[config.mk]
export PLATFORM = sky130hd
export DESIGN_NAME = swap_slot_table
export DESIGN_NICKNAME = d
export VERILOG_FILES = /design/src/rtl/sst_pkg.sv /design/src/rtl/sst_ctrl.sv /design/src/rtl/sst_data.sv /design/src/rtl/swap_slot_table.sv
export SDC_FILE = /design/constraint.sdc
export NUM_CORES = 2
export LEC_CHECK = 0
export BUFFER_PORTS_ARGS = -buffer_cell sky130_fd_sc_hd__clkbuf_2
export CAP_MARGIN = 20
export CELL_PAD_IN_SITES_DETAIL_PLACEMENT = 1
export CELL_PAD_IN_SITES_GLOBAL_PLACEMENT = 1
export CORE_MARGIN = 2
export CORE_UTILIZATION = 51
export DETAILED_ROUTE_END_ITERATION = 10
export PLACE_DENSITY = 0.78
export SETUP_SLACK_MARGIN = 0.5
export SLEW_MARGIN = 20
export SYNTH_ARGS = -nofsm -noshare
export SYNTH_HDL_FRONTEND = slang
export SYNTH_SLANG_ARGS = --single-unit
[constraint.sdc]
create_clock -name clk -period 5.8 [get_ports clk]
set_input_delay 0.87 -clock clk [delete_from_list [all_inputs] [get_ports clk]]
set_output_delay 0.87 -clock clk [all_outputs]
set_load 0.02 [all_outputs]
[src/rtl/sst_pkg.sv]
package sst_pkg;

  // Table geometry. Every width below is derived from the slot count.
  localparam int SLOT_COUNT = 64;
  localparam int IDX_W      = (SLOT_COUNT > 1) ? $clog2(SLOT_COUNT) : 1;
  localparam int CNT_W      = $clog2(SLOT_COUNT + 1);

  // Fixed field widths.
  localparam int CMD_W   = 2;
  localparam int OWNER_W = 16;
  localparam int PAGE_W  = 20;
  localparam int PERM_W  = 12;
  localparam int STAT_W  = 2;
  localparam int OIDX_W  = 6;

  typedef enum logic [CMD_W-1:0] {
    CMD_ALLOC   = 2'd0,
    CMD_TAKE    = 2'd1,
    CMD_RELEASE = 2'd2
  } sst_cmd_t;

  typedef enum logic [STAT_W-1:0] {
    ST_DONE    = 2'd0,
    ST_FULL    = 2'd1,
    ST_MISSING = 2'd2
  } sst_status_t;

  typedef enum logic {
    S_IDLE = 1'b0,
    S_SCAN = 1'b1
  } sst_state_t;

  // Controller to datapath.
  typedef struct packed {
    logic load;    // capture a new request and restart the scan
    logic step;    // scanning: issue the next read, act on the slot under test
    logic finish;  // register the result this cycle
  } sst_ctl_t;

  // Datapath to controller.
  typedef struct packed {
    logic found;   // allocate or take has its slot
    logic last;    // the slot under test is the final one
  } sst_sts_t;

  // One stored slot, apart from its used mark.
  typedef struct packed {
    logic [OWNER_W-1:0] owner;
    logic [PAGE_W-1:0]  page;
    logic [PERM_W-1:0]  perm;
  } sst_entry_t;

  // Slot number to the six-bit result field (low bits kept, zero-extended).
  function automatic logic [OIDX_W-1:0] to_out_idx(input logic [IDX_W-1:0] idx);
    logic [31:0] ext;
    ext = 32'(idx);
    return ext[OIDX_W-1:0];
  endfunction

endpackage

[src/rtl/sst_ctrl.sv]
module sst_ctrl
  import sst_pkg::*;
(
  input  logic       clk,
  input  logic       rst_n,
  input  logic       start,
  input  sst_sts_t   sts,
  output logic       busy,
  output sst_ctl_t   ctl
);

  sst_state_t state_r, state_nxt;

  always_ff @(posedge clk) begin
    if (!rst_n) begin
      state_r <= S_IDLE;
    end else begin
      state_r <= state_nxt;
    end
  end

  always_comb begin
    state_nxt  = state_r;
    ctl.load   = 1'b0;
    ctl.step   = 1'b0;
    ctl.finish = 1'b0;
    busy       = 1'b1;
    case (state_r)
      S_IDLE: begin
        busy = 1'b0;
        if (start) begin
          ctl.load  = 1'b1;
          state_nxt = S_SCAN;
        end
      end
      S_SCAN: begin
        ctl.step = 1'b1;
        if (sts.found || sts.last) begin
          ctl.finish = 1'b1;
          state_nxt  = S_IDLE;
        end
      end
      default: begin
        state_nxt = S_IDLE;
      end
    endcase
  end

  // A request always leads into the scan.
  a_load_scans: assert property (@(posedge clk) disable iff (!rst_n)
    ctl.load |=> (state_r == S_SCAN))
    else $error("request accepted but no scan started");

endmodule

[src/rtl/sst_data.sv]
module sst_data
  import sst_pkg::*;
(
  input  logic               clk,
  input  logic               rst_n,
  input  sst_ctl_t           ctl,
  input  logic [CMD_W-1:0]   in_command,
  input  logic [OWNER_W-1:0] in_owner_id,
  input  logic [PAGE_W-1:0]  in_page_number,
  input  logic [PERM_W-1:0]  in_permission_bits,
  output sst_sts_t           sts,
  output logic               out_strobe,
  output logic [STAT_W-1:0]  out_status,
  output logic [OIDX_W-1:0]  out_slot_index,
  output logic [PERM_W-1:0]  out_saved_permissions
);

  // Request registers.
  logic [CMD_W-1:0]   cmd_r;
  logic [OWNER_W-1:0] owner_r;
  logic [PAGE_W-1:0]  page_r;
  logic [PERM_W-1:0]  perm_r;

  // Scan pipeline: read issued at addr_r, slot tested at chk_idx_r.
  logic [CNT_W-1:0]   addr_r, addr_nxt;
  logic [IDX_W-1:0]   chk_idx_r;
  logic               chk_vld_r;
  sst_entry_t         rd_r;

  logic [SLOT_COUNT-1:0] used_r, used_nxt;
  sst_entry_t            mem [SLOT_COUNT];

  logic               out_strobe_r;
  logic [STAT_W-1:0]  out_status_r, out_status_nxt;
  logic [OIDX_W-1:0]  out_idx_r, out_idx_nxt;
  logic [PERM_W-1:0]  out_perm_r, out_perm_nxt;

  logic issue, cur_used, own_eq, page_eq, hit, hit_v, found, mem_we;

  assign issue    = (addr_r < CNT_W'(SLOT_COUNT));
  assign cur_used = used_r[chk_idx_r];
  assign own_eq   = (rd_r.owner == owner_r);
  assign page_eq  = (rd_r.page == page_r);

  always_comb begin
    case (cmd_r)
      CMD_ALLOC:   hit = !cur_used;
      CMD_TAKE:    hit = cur_used && own_eq && page_eq;
      CMD_RELEASE: hit = cur_used && own_eq;
      default:     hit = 1'b0;
    endcase
  end

  assign hit_v     = chk_vld_r && hit;
  assign found     = hit_v && (cmd_r != CMD_RELEASE);
  assign sts.found = found;
  assign sts.last  = chk_vld_r && (chk_idx_r == IDX_W'(SLOT_COUNT - 1));
  assign mem_we    = ctl.step && hit_v && (cmd_r == CMD_ALLOC);
  assign addr_nxt  = addr_r + CNT_W'(1);

  always_comb begin
    used_nxt = used_r;
    if (ctl.step && hit_v) begin
      used_nxt[chk_idx_r] = (cmd_r == CMD_ALLOC);
    end
  end

  always_comb begin
    out_status_nxt = ST_DONE;
    out_idx_nxt    = '0;
    out_perm_nxt   = '0;
    if (found) begin
      out_idx_nxt = to_out_idx(chk_idx_r);
      if (cmd_r == CMD_TAKE) begin
        out_perm_nxt = rd_r.perm;
      end
    end else if (cmd_r == CMD_ALLOC) begin
      out_status_nxt = ST_FULL;
    end else if (cmd_r == CMD_TAKE) begin
      out_status_nxt = ST_MISSING;
    end
  end

  always_ff @(posedge clk) begin
    if (!rst_n) begin
      used_r       <= '0;
      chk_vld_r    <= 1'b0;
      out_strobe_r <= 1'b0;
      addr_r       <= '0;
    end else begin
      used_r       <= used_nxt;
      chk_vld_r    <= ctl.step && issue;
      out_strobe_r <= ctl.finish;
      if (ctl.load) begin
        addr_r <= '0;
      end else if (ctl.step && issue) begin
        addr_r <= addr_nxt;
      end
    end
  end

  always_ff @(posedge clk) begin
    if (ctl.load) begin
      cmd_r   <= in_command;
      owner_r <= in_owner_id;
      page_r  <= in_page_number;
      perm_r  <= in_permission_bits;
    end
    if (ctl.step) begin
      chk_idx_r <= addr_r[IDX_W-1:0];
    end
    if (ctl.finish) begin
      out_status_r <= out_status_nxt;
      out_idx_r    <= out_idx_nxt;
      out_perm_r   <= out_perm_nxt;
    end
  end

  // Slot memory: one write port, one registered read port.
  always_ff @(posedge clk) begin
    if (mem_we) begin
      mem[chk_idx_r] <= '{owner: owner_r, page: page_r, perm: perm_r};
    end
    if (ctl.step && issue) begin
      rd_r <= mem[addr_r[IDX_W-1:0]];
    end
  end

  assign out_strobe            = out_strobe_r;
  assign out_status            = out_status_r;
  assign out_slot_index        = out_idx_r;
  assign out_saved_permissions = out_perm_r;

  a_alloc_marks: assert property (@(posedge clk) disable iff (!rst_n)
    (ctl.step && found && cmd_r == CMD_ALLOC) |=> used_r[$past(chk_idx_r)])
    else $error("allocated slot not marked used");

  a_take_frees: assert property (@(posedge clk) disable iff (!rst_n)
    (ctl.step && found && cmd_r == CMD_TAKE) |=> !used_r[$past(chk_idx_r)])
    else $error("taken slot still marked used");

  a_full_means_full: assert property (@(posedge clk) disable iff (!rst_n)
    (out_strobe_r && out_status_r == ST_FULL) |-> (&used_r))
    else $error("table-full reported with a free slot");

endmodule

[src/rtl/swap_slot_table.sv]
// Channel  | Ports                                   | Handshake
// ---------+-----------------------------------------+-------------------------------
// request  | in_command, in_owner_id, in_page_number,| taken when start high and busy
//          | in_permission_bits                      | low at a rising edge
// result   | out_status, out_slot_index,             | out_strobe high for one cycle;
//          | out_saved_permissions                   | cannot be held off
//
// One request is handled at a time. The slot table is scanned one slot per cycle
// through the single read port of the slot memory. Each slot is first read into
// a register and then tested; the result registers and the strobe are loaded at
// the edge that ends the test of the slot the request settles on. A request that
// scans the whole table (table full, no match, release, unused code) raises the
// strobe after the test of the final slot. busy falls together with the result
// strobe, so the next request can be taken in the cycle the result is shown.
// Reset is synchronous and active low; it marks every slot free at once and
// needs no clearing pass. The receiver cannot stall, so results never wait.
module swap_slot_table
  import sst_pkg::*;
(
  input  logic               clk,
  input  logic               rst_n,
  input  logic               start,
  output logic               busy,
  input  logic [CMD_W-1:0]   in_command,
  input  logic [OWNER_W-1:0] in_owner_id,
  input  logic [PAGE_W-1:0]  in_page_number,
  input  logic [PERM_W-1:0]  in_permission_bits,
  output logic               out_strobe,
  output logic [STAT_W-1:0]  out_status,
  output logic [OIDX_W-1:0]  out_slot_index,
  output logic [PERM_W-1:0]  out_saved_permissions
);

  // Command and status between the sequencer and the table datapath.
  sst_ctl_t ctl;
  sst_sts_t sts;

  // The sequencer runs the scan and decides when it ends: on the first
  // suitable slot for allocate or take, or after the final slot otherwise.
  sst_ctrl u_ctrl (
    .clk   (clk),
    .rst_n (rst_n),
    .start (start),
    .sts   (sts),
    .busy  (busy),
    .ctl   (ctl)
  );

  // The datapath holds the used marks, the slot memory, the request and the
  // result registers.
  sst_data u_data (
    .clk                   (clk),
    .rst_n                 (rst_n),
    .ctl                   (ctl),
    .in_command            (in_command),
    .in_owner_id           (in_owner_id),
    .in_page_number        (in_page_number),
    .in_permission_bits    (in_permission_bits),
    .sts                   (sts),
    .out_strobe            (out_strobe),
    .out_status            (out_status),
    .out_slot_index        (out_slot_index),
    .out_saved_permissions (out_saved_permissions)
  );

endmodule
### Word-level counts from Yosys, hierarchy flattened

Memory sizes are Yosys's and may differ from the RTL's. A register that Yosys moved wholly into a read port is not among the register bits.
Index checks and enable logic that the tools add are counted.

* output and inout bits: 22
* input port bits: 53
* register bits after elaboration: 150
* logic and storage cells: 59
* RAM bits: 3072
* memories kept: 1

Memory list
* u_data.mem: words 64, bits a word 48, read ports 1, clocked after memory_dff 1, wr ports 1, RTL line sst_data.sv:31 `sst_entry_t mem [SLOT_COUNT];`

* eq/ne operators: 6
* muxes and demuxes: 17
* reduce and logical (&&, ||, !) cells: 15
* magnitude comparators: 3
* add/sub/neg operators: 1
* bitwise logic cells: 2

Operators by type and width (number)
* $bwmux W64: 1
* $eq A20 B20 Y1: 1
* $eq A16 B16 Y1: 1
* $mux W1: 10
* $logic_and A1 B1 Y1: 9
* $add A7 B1 Y7 const B: 1
* $lt A6 B7 Y1 const B: 1
* $lt A7 B7 Y1 const B: 1
* $bmux W1 S6: 1
* $demux W1 S6: 1
* $eq A6 B6 Y1 const B: 1
* $ge A6 B1 Y1 const B: 1
* $mux W2: 2
* $reduce_or A2 Y1: 2
* $pmux W1 S3: 1
* $eq A2 B1 Y1 const B: 1
* $eq A2 B2 Y1 const B: 1
* $logic_not A2 Y1: 1
* $ne A2 B2 Y1 const B: 1
* $not A1 Y1: 2
* $pmux W1 S2: 1
* $reduce_and A2 Y1: 1
* $logic_not A1 Y1: 1
* $logic_or A1 B1 Y1: 1

### Depth between registers and ports, before layout

* word-level depth: 14
* mapped depth: 12
* mapped depth without buffers: 8

### Cells and area by module

From an unflattened synthesis, not the netlist that was laid out.

* cell total of the unflattened synthesis: 5047
* area total of the unflattened synthesis: 124400.6 um^2

By module, submodules not included
* sst_data: seq. area each 97433.4 um^2, instances 1, cells an instance 5041, area each 124339.3 um^2
* sst_ctrl: seq. area each 20.0 um^2, instances 1, cells an instance 6, area each 61.3 um^2

### Worst setup path before layout

OpenSTA, ideal clock, no wires.

* kind: register -> register
* start point: register u_data.page_r[18]
* end point: memory u_data.mem[26][0] in the netlist's numbering, enable pin
* slack: -545 ps
* stages on the path, launching flop included: 10
* data arrival time: 5832 ps
* data required time: 5287 ps
* clock period less this slack: 6345 ps
* buffers on the path: 2
* library setup time: 513 ps
* path through: edfxtp_1 xnor2_1 nand4_1 nor3_1 nand4_1 a21oi_1 clkbuf_1 mux2i_1 clkbuf_1 nor3_1

* word-level cells in the longest chain between the ends: 8

RTL lines
* from (decl): RTL line sst_data.sv:21 `logic [PAGE_W-1:0] page_r;`
* from (signal assigned): RTL line sst_data.sv:106 `page_r <= in_page_number;`
* $eq A20 B20 Y1: RTL line sst_data.sv:43 `assign page_eq = (rd_r.page == page_r);`
* $logic_and A1 B1 Y1: RTL line sst_data.sv:48 `CMD_TAKE: hit = cur_used && own_eq && page_eq;`
* $pmux W1 S3: RTL line sst_data.sv:46 `case (cmd_r)`
* $logic_and A1 B1 Y1: RTL line sst_data.sv:54 `assign hit_v = chk_vld_r && hit;`
* $logic_and A1 B1 Y1 (2 in series): RTL line sst_data.sv:58 `assign mem_we = ctl.step && hit_v && (cmd_r == CMD_ALLOC);`
* $mux W1: RTL line sst_data.sv:121 `if (mem_we) begin`
* $mux W1 (implied by the code): RTL line sst_data.sv:122 `mem[chk_idx_r] <= '{owner: owner_r, page: page_r, perm: perm_r};`
* to (decl): RTL line sst_data.sv:31

No other way between the ends.

### Final worst setup path

* start point: register u_data.cmd_r[1]
* end point: memory u_data.mem[40][47] in the netlist's numbering, enable pin

* word-level cells in the longest chain between the ends: 7
* elaborated cells between the ends (all ways): 9
* classes of those cells: eq/ne: 2; mux: 3; reduce/logical: 4

RTL lines
* from (decl): RTL line sst_data.sv:19 `logic [CMD_W-1:0] cmd_r;`
* from (signal assigned): RTL line sst_data.sv:104 `cmd_r <= in_command;`
* $eq A2 B2 Y1, or another cell as far along: RTL line sst_data.sv:46
* $pmux W1 S3: RTL line sst_data.sv:46
* $logic_and A1 B1 Y1: RTL line sst_data.sv:54
* $logic_and A1 B1 Y1: RTL line sst_data.sv:58
* $logic_and A1 B1 Y1 (*): RTL line sst_data.sv:58
* $mux W1 (*): RTL line sst_data.sv:121
* $mux W1 (implied by the code) (*): RTL line sst_data.sv:122

Mark *: on every way between the ends. The rest lies on a longest branch, timed or not.

==> flow_summary.toml <==
[outcome]
run_status = "completed"

[route]
drtPass1Iterations = 9
dr_wl_met2_um = 177000
wl_um = 369000
post_drt_wl_per_cell_um = 41.5
wl_met3_um = 45300
routed_via_density = 7.02
drt-initial-drc-count = 9970
m1WireLength_um = 131000
route.detailed.drc = 0
top_layer = "met5"
vias = 62406
ant_nets = 0

[yosys]
yosysMostFrequentCell = "edfxtp_1"
synth.distinct_cells = 62
synth_warnings = 0
synth-seq-area-share = 0.783
synthCells = 5029
syn_area_um2 = 124000
synth.avg_cell_area_um2 = 24.7
synth_common_cells = "edfxtp_1, mux4_2, clkbuf_1"
synth_top_area_frac = 0.771
synth_nets = 5083
synth_edf_count = 3196
yosysTopAreaCell = "edfxtp_1"
synthArstFlopShare = 0
synth.area.top_cells = "edfxtp_1, mux4_2, dfxtp_1"
synth_flop_cell = "edfxtp_1"
ys_seq_elements = 3270

[power]
leakage_nw = 42.5
pwr-share-seq = 0.514
p_switching_mw = 10.9
p_per_area_nw_per_um2 = 359
switching_share = 0.214
internal_power_mw = 40.0
p_comb_frac = 0.049
max-vdd-ir-drop_v = 0.000315
p_total_mw = 50.9
power_frac_clock = 0.437

[timing]
fmax_ghz = 0.198
rsz0062_at_grt = "no"
skew_ns = 0.119
worstMarginPinSlew_ns = 1.23
finalCritPeriodShare = 0.872
final_hold_viol_count = 0
setup_viol = 0
fin_crit_ns = 5.06
drv_slew = 0
slew_headroom = 0.179
setup_ws_ns = 0.742

[floorplan]
die_w_um = 498
rows = 181
io_pins = 75
start_util = 0.512
die-area_um2 = 248000
core_area_um2 = 243000
die_h_um = 498

[clock_tree]
cts_tree = "built"
post_cts_resized = 0
cts_hold_buf = 3
cts_htree_levels = 5
cts_max_path_buffers = 4
post_cts_buffers = 0
cts_buffers = 338
root_buffer = "clkbuf_16"
cts_num_sinks = 3270
clk_latency_ns = 1.03
cts.clk_slew.worst_paths_ns = 0.07

[setup_path]
cp_max_fo = 34
critPathKind = "flip-flop to flip-flop"
worst-endpoint-arrival_ns = 5.64
crit_path_start_kind = "flip-flop"
worst_ep_required_time_ns = 6.39
end_kind = "flip-flop"

[place]
numPortBuffers = 74
globalplace.congestion = 0.910
place_inst = 8293
dpl_cell_area_um2 = 131000
pre_cts_slack_ns = 1.06
dp_hpwl_um = 208000

[cells_and_area]
finalNetCount = 5489
postLayoutCoreUtil = 0.583
drive_gt1_frac = 0.342
n_fill_cell = 19635
layoutNonFillerInstCount = 8894
final_area_um2 = 142000
syn2layout_area_growth_pct = 13.9

[global_routing]
grt_overflow = 0
grt_usage = 0.299
antenna_found_initial = 45
grt_pass1_vias = 62748
grt_pass1_wl_um = 516000
grt_max_degree = 86

[hold_path]
hold_path_class = "primary input to flip-flop"

[run]
drv_cap = 0
worst max-delay path, stage by stage (launching register included):
cell	delay, ns
edfxtp_1	0.53
nand2b_1	0.46
nor3_1	0.41
nand4_1	0.40
a21oi_1	0.70
mux2i_1	0.29
or3_1	0.86
nor2_4	0.28
buf_4	0.67
layer usage:
metal / track usage / up-vias
met5: 0 / -
li1: - / 22693
met3: 0.0810 / 877
met4: 0.109 / 36
met1: 0.408 / 33494
met2: 0.468 / 5306
power by group through the flow:
stage / Combinational, mW / Clock [mW] / Sequential (mW)
6_report: 2.50 / 22.2 / 26.2
5_1_grt: 2.59 / 23.1 / 26.2
4_1_cts: 2.49 / 22.4 / 26.2
3_5_place_dp: 2.43 / 0 / 26.7
3_3_place_gp: 2.35 / 0 / 26.7
2_1_floorplan: 1.24 / 0 / 26.8
cell type report:
type	count	area (um^2)	share of cell area
repair buffers	337	2840	0.0200
inverters	11	43.8	0.000309
flip-flops and latches	3270	97500	0.688
diodes	10	25.0	0.000177
well taps	3202	4010	0.0283
clock buffers	398	8810	0.0622
multi-input cells	1477	26300	0.186
clock inverters	189	2220	0.0157
logic make-up (layout without fill, tap and decap cells):
family | Yosys count | count (layout) | synth area share
flip-flops | 3270 | 3270 | 0.783
AO/OA/AOI/OAI | 132 | 132 | 0.00869
other | 0 | 10 | 0
AND/OR/NAND/NOR | 275 | 275 | 0.0111
adder cells (fa/ha/maj) | 1 | 1 | 0.000101
XOR/XNOR | 40 | 40 | 0.00282
multiplexers | 1029 | 1029 | 0.185
buffers and inverters | 282 | 935 | 0.00918
metrics by stage:
stage          TNS, ns  hold WS (ns)
3_3_place_gp         0         0.456
3_5_place_dp         0         0.474
6_report             0        0.0574
4_1_cts              0       0.00653
2_1_floorplan  -202.56         0.406
5_1_grt              0        0.0409
registers in the layout (all words and copies together) (netlist names):
name	flops
u_ctrl.state_r	1
u_data.addr_r	7
u_data.chk_idx_r	6
u_data.chk_vld_r	1
u_data.cmd_r	2
u_data.mem	3072
u_data.out_saved_permissions	12
u_data.out_slot_index	6
u_data.out_status	2
u_data.out_strobe	1
u_data.owner_r	16
u_data.page_r	20
u_data.perm_r	12
u_data.rd_r	48
u_data.used_r	64
worst paths after layout:
| check | startpoint | endpoint | slack [ns] | cells after the start |
|---|---|---|---|---|
| max reg2reg | u_data.cmd_r[1] | u_data.mem[40][47] | 0.74 | 8 |
| min | in_permission_bits[9] | u_data.perm_r[9] | 0.06 | 1 |
| max | u_data.cmd_r[1] | u_data.mem[40][47] | 0.74 | 8 |
| min reg2reg | u_data.used_r[50] | u_data.used_r[50] | 0.49 | 2 |
layout by cell type, fill, tap and decap left out, drive strengths merged, types with 21 or more instances in the layout:
| cell | instances |
|---|---|
| clkinv | 124 |
| o21ai | 22 |
| bufinv | 49 |
| nand2 | 43 |
| nor3 | 42 |
| nor2 | 92 |
| xor2 | 31 |
| dfxtp | 74 |
| clkbuf | 472 |
| o221a | 27 |
| buf | 260 |
| nand3 | 21 |
| edfxtp | 3196 |
| mux4 | 1014 |
No activity file was read; power rests on OpenSTA's default activity.
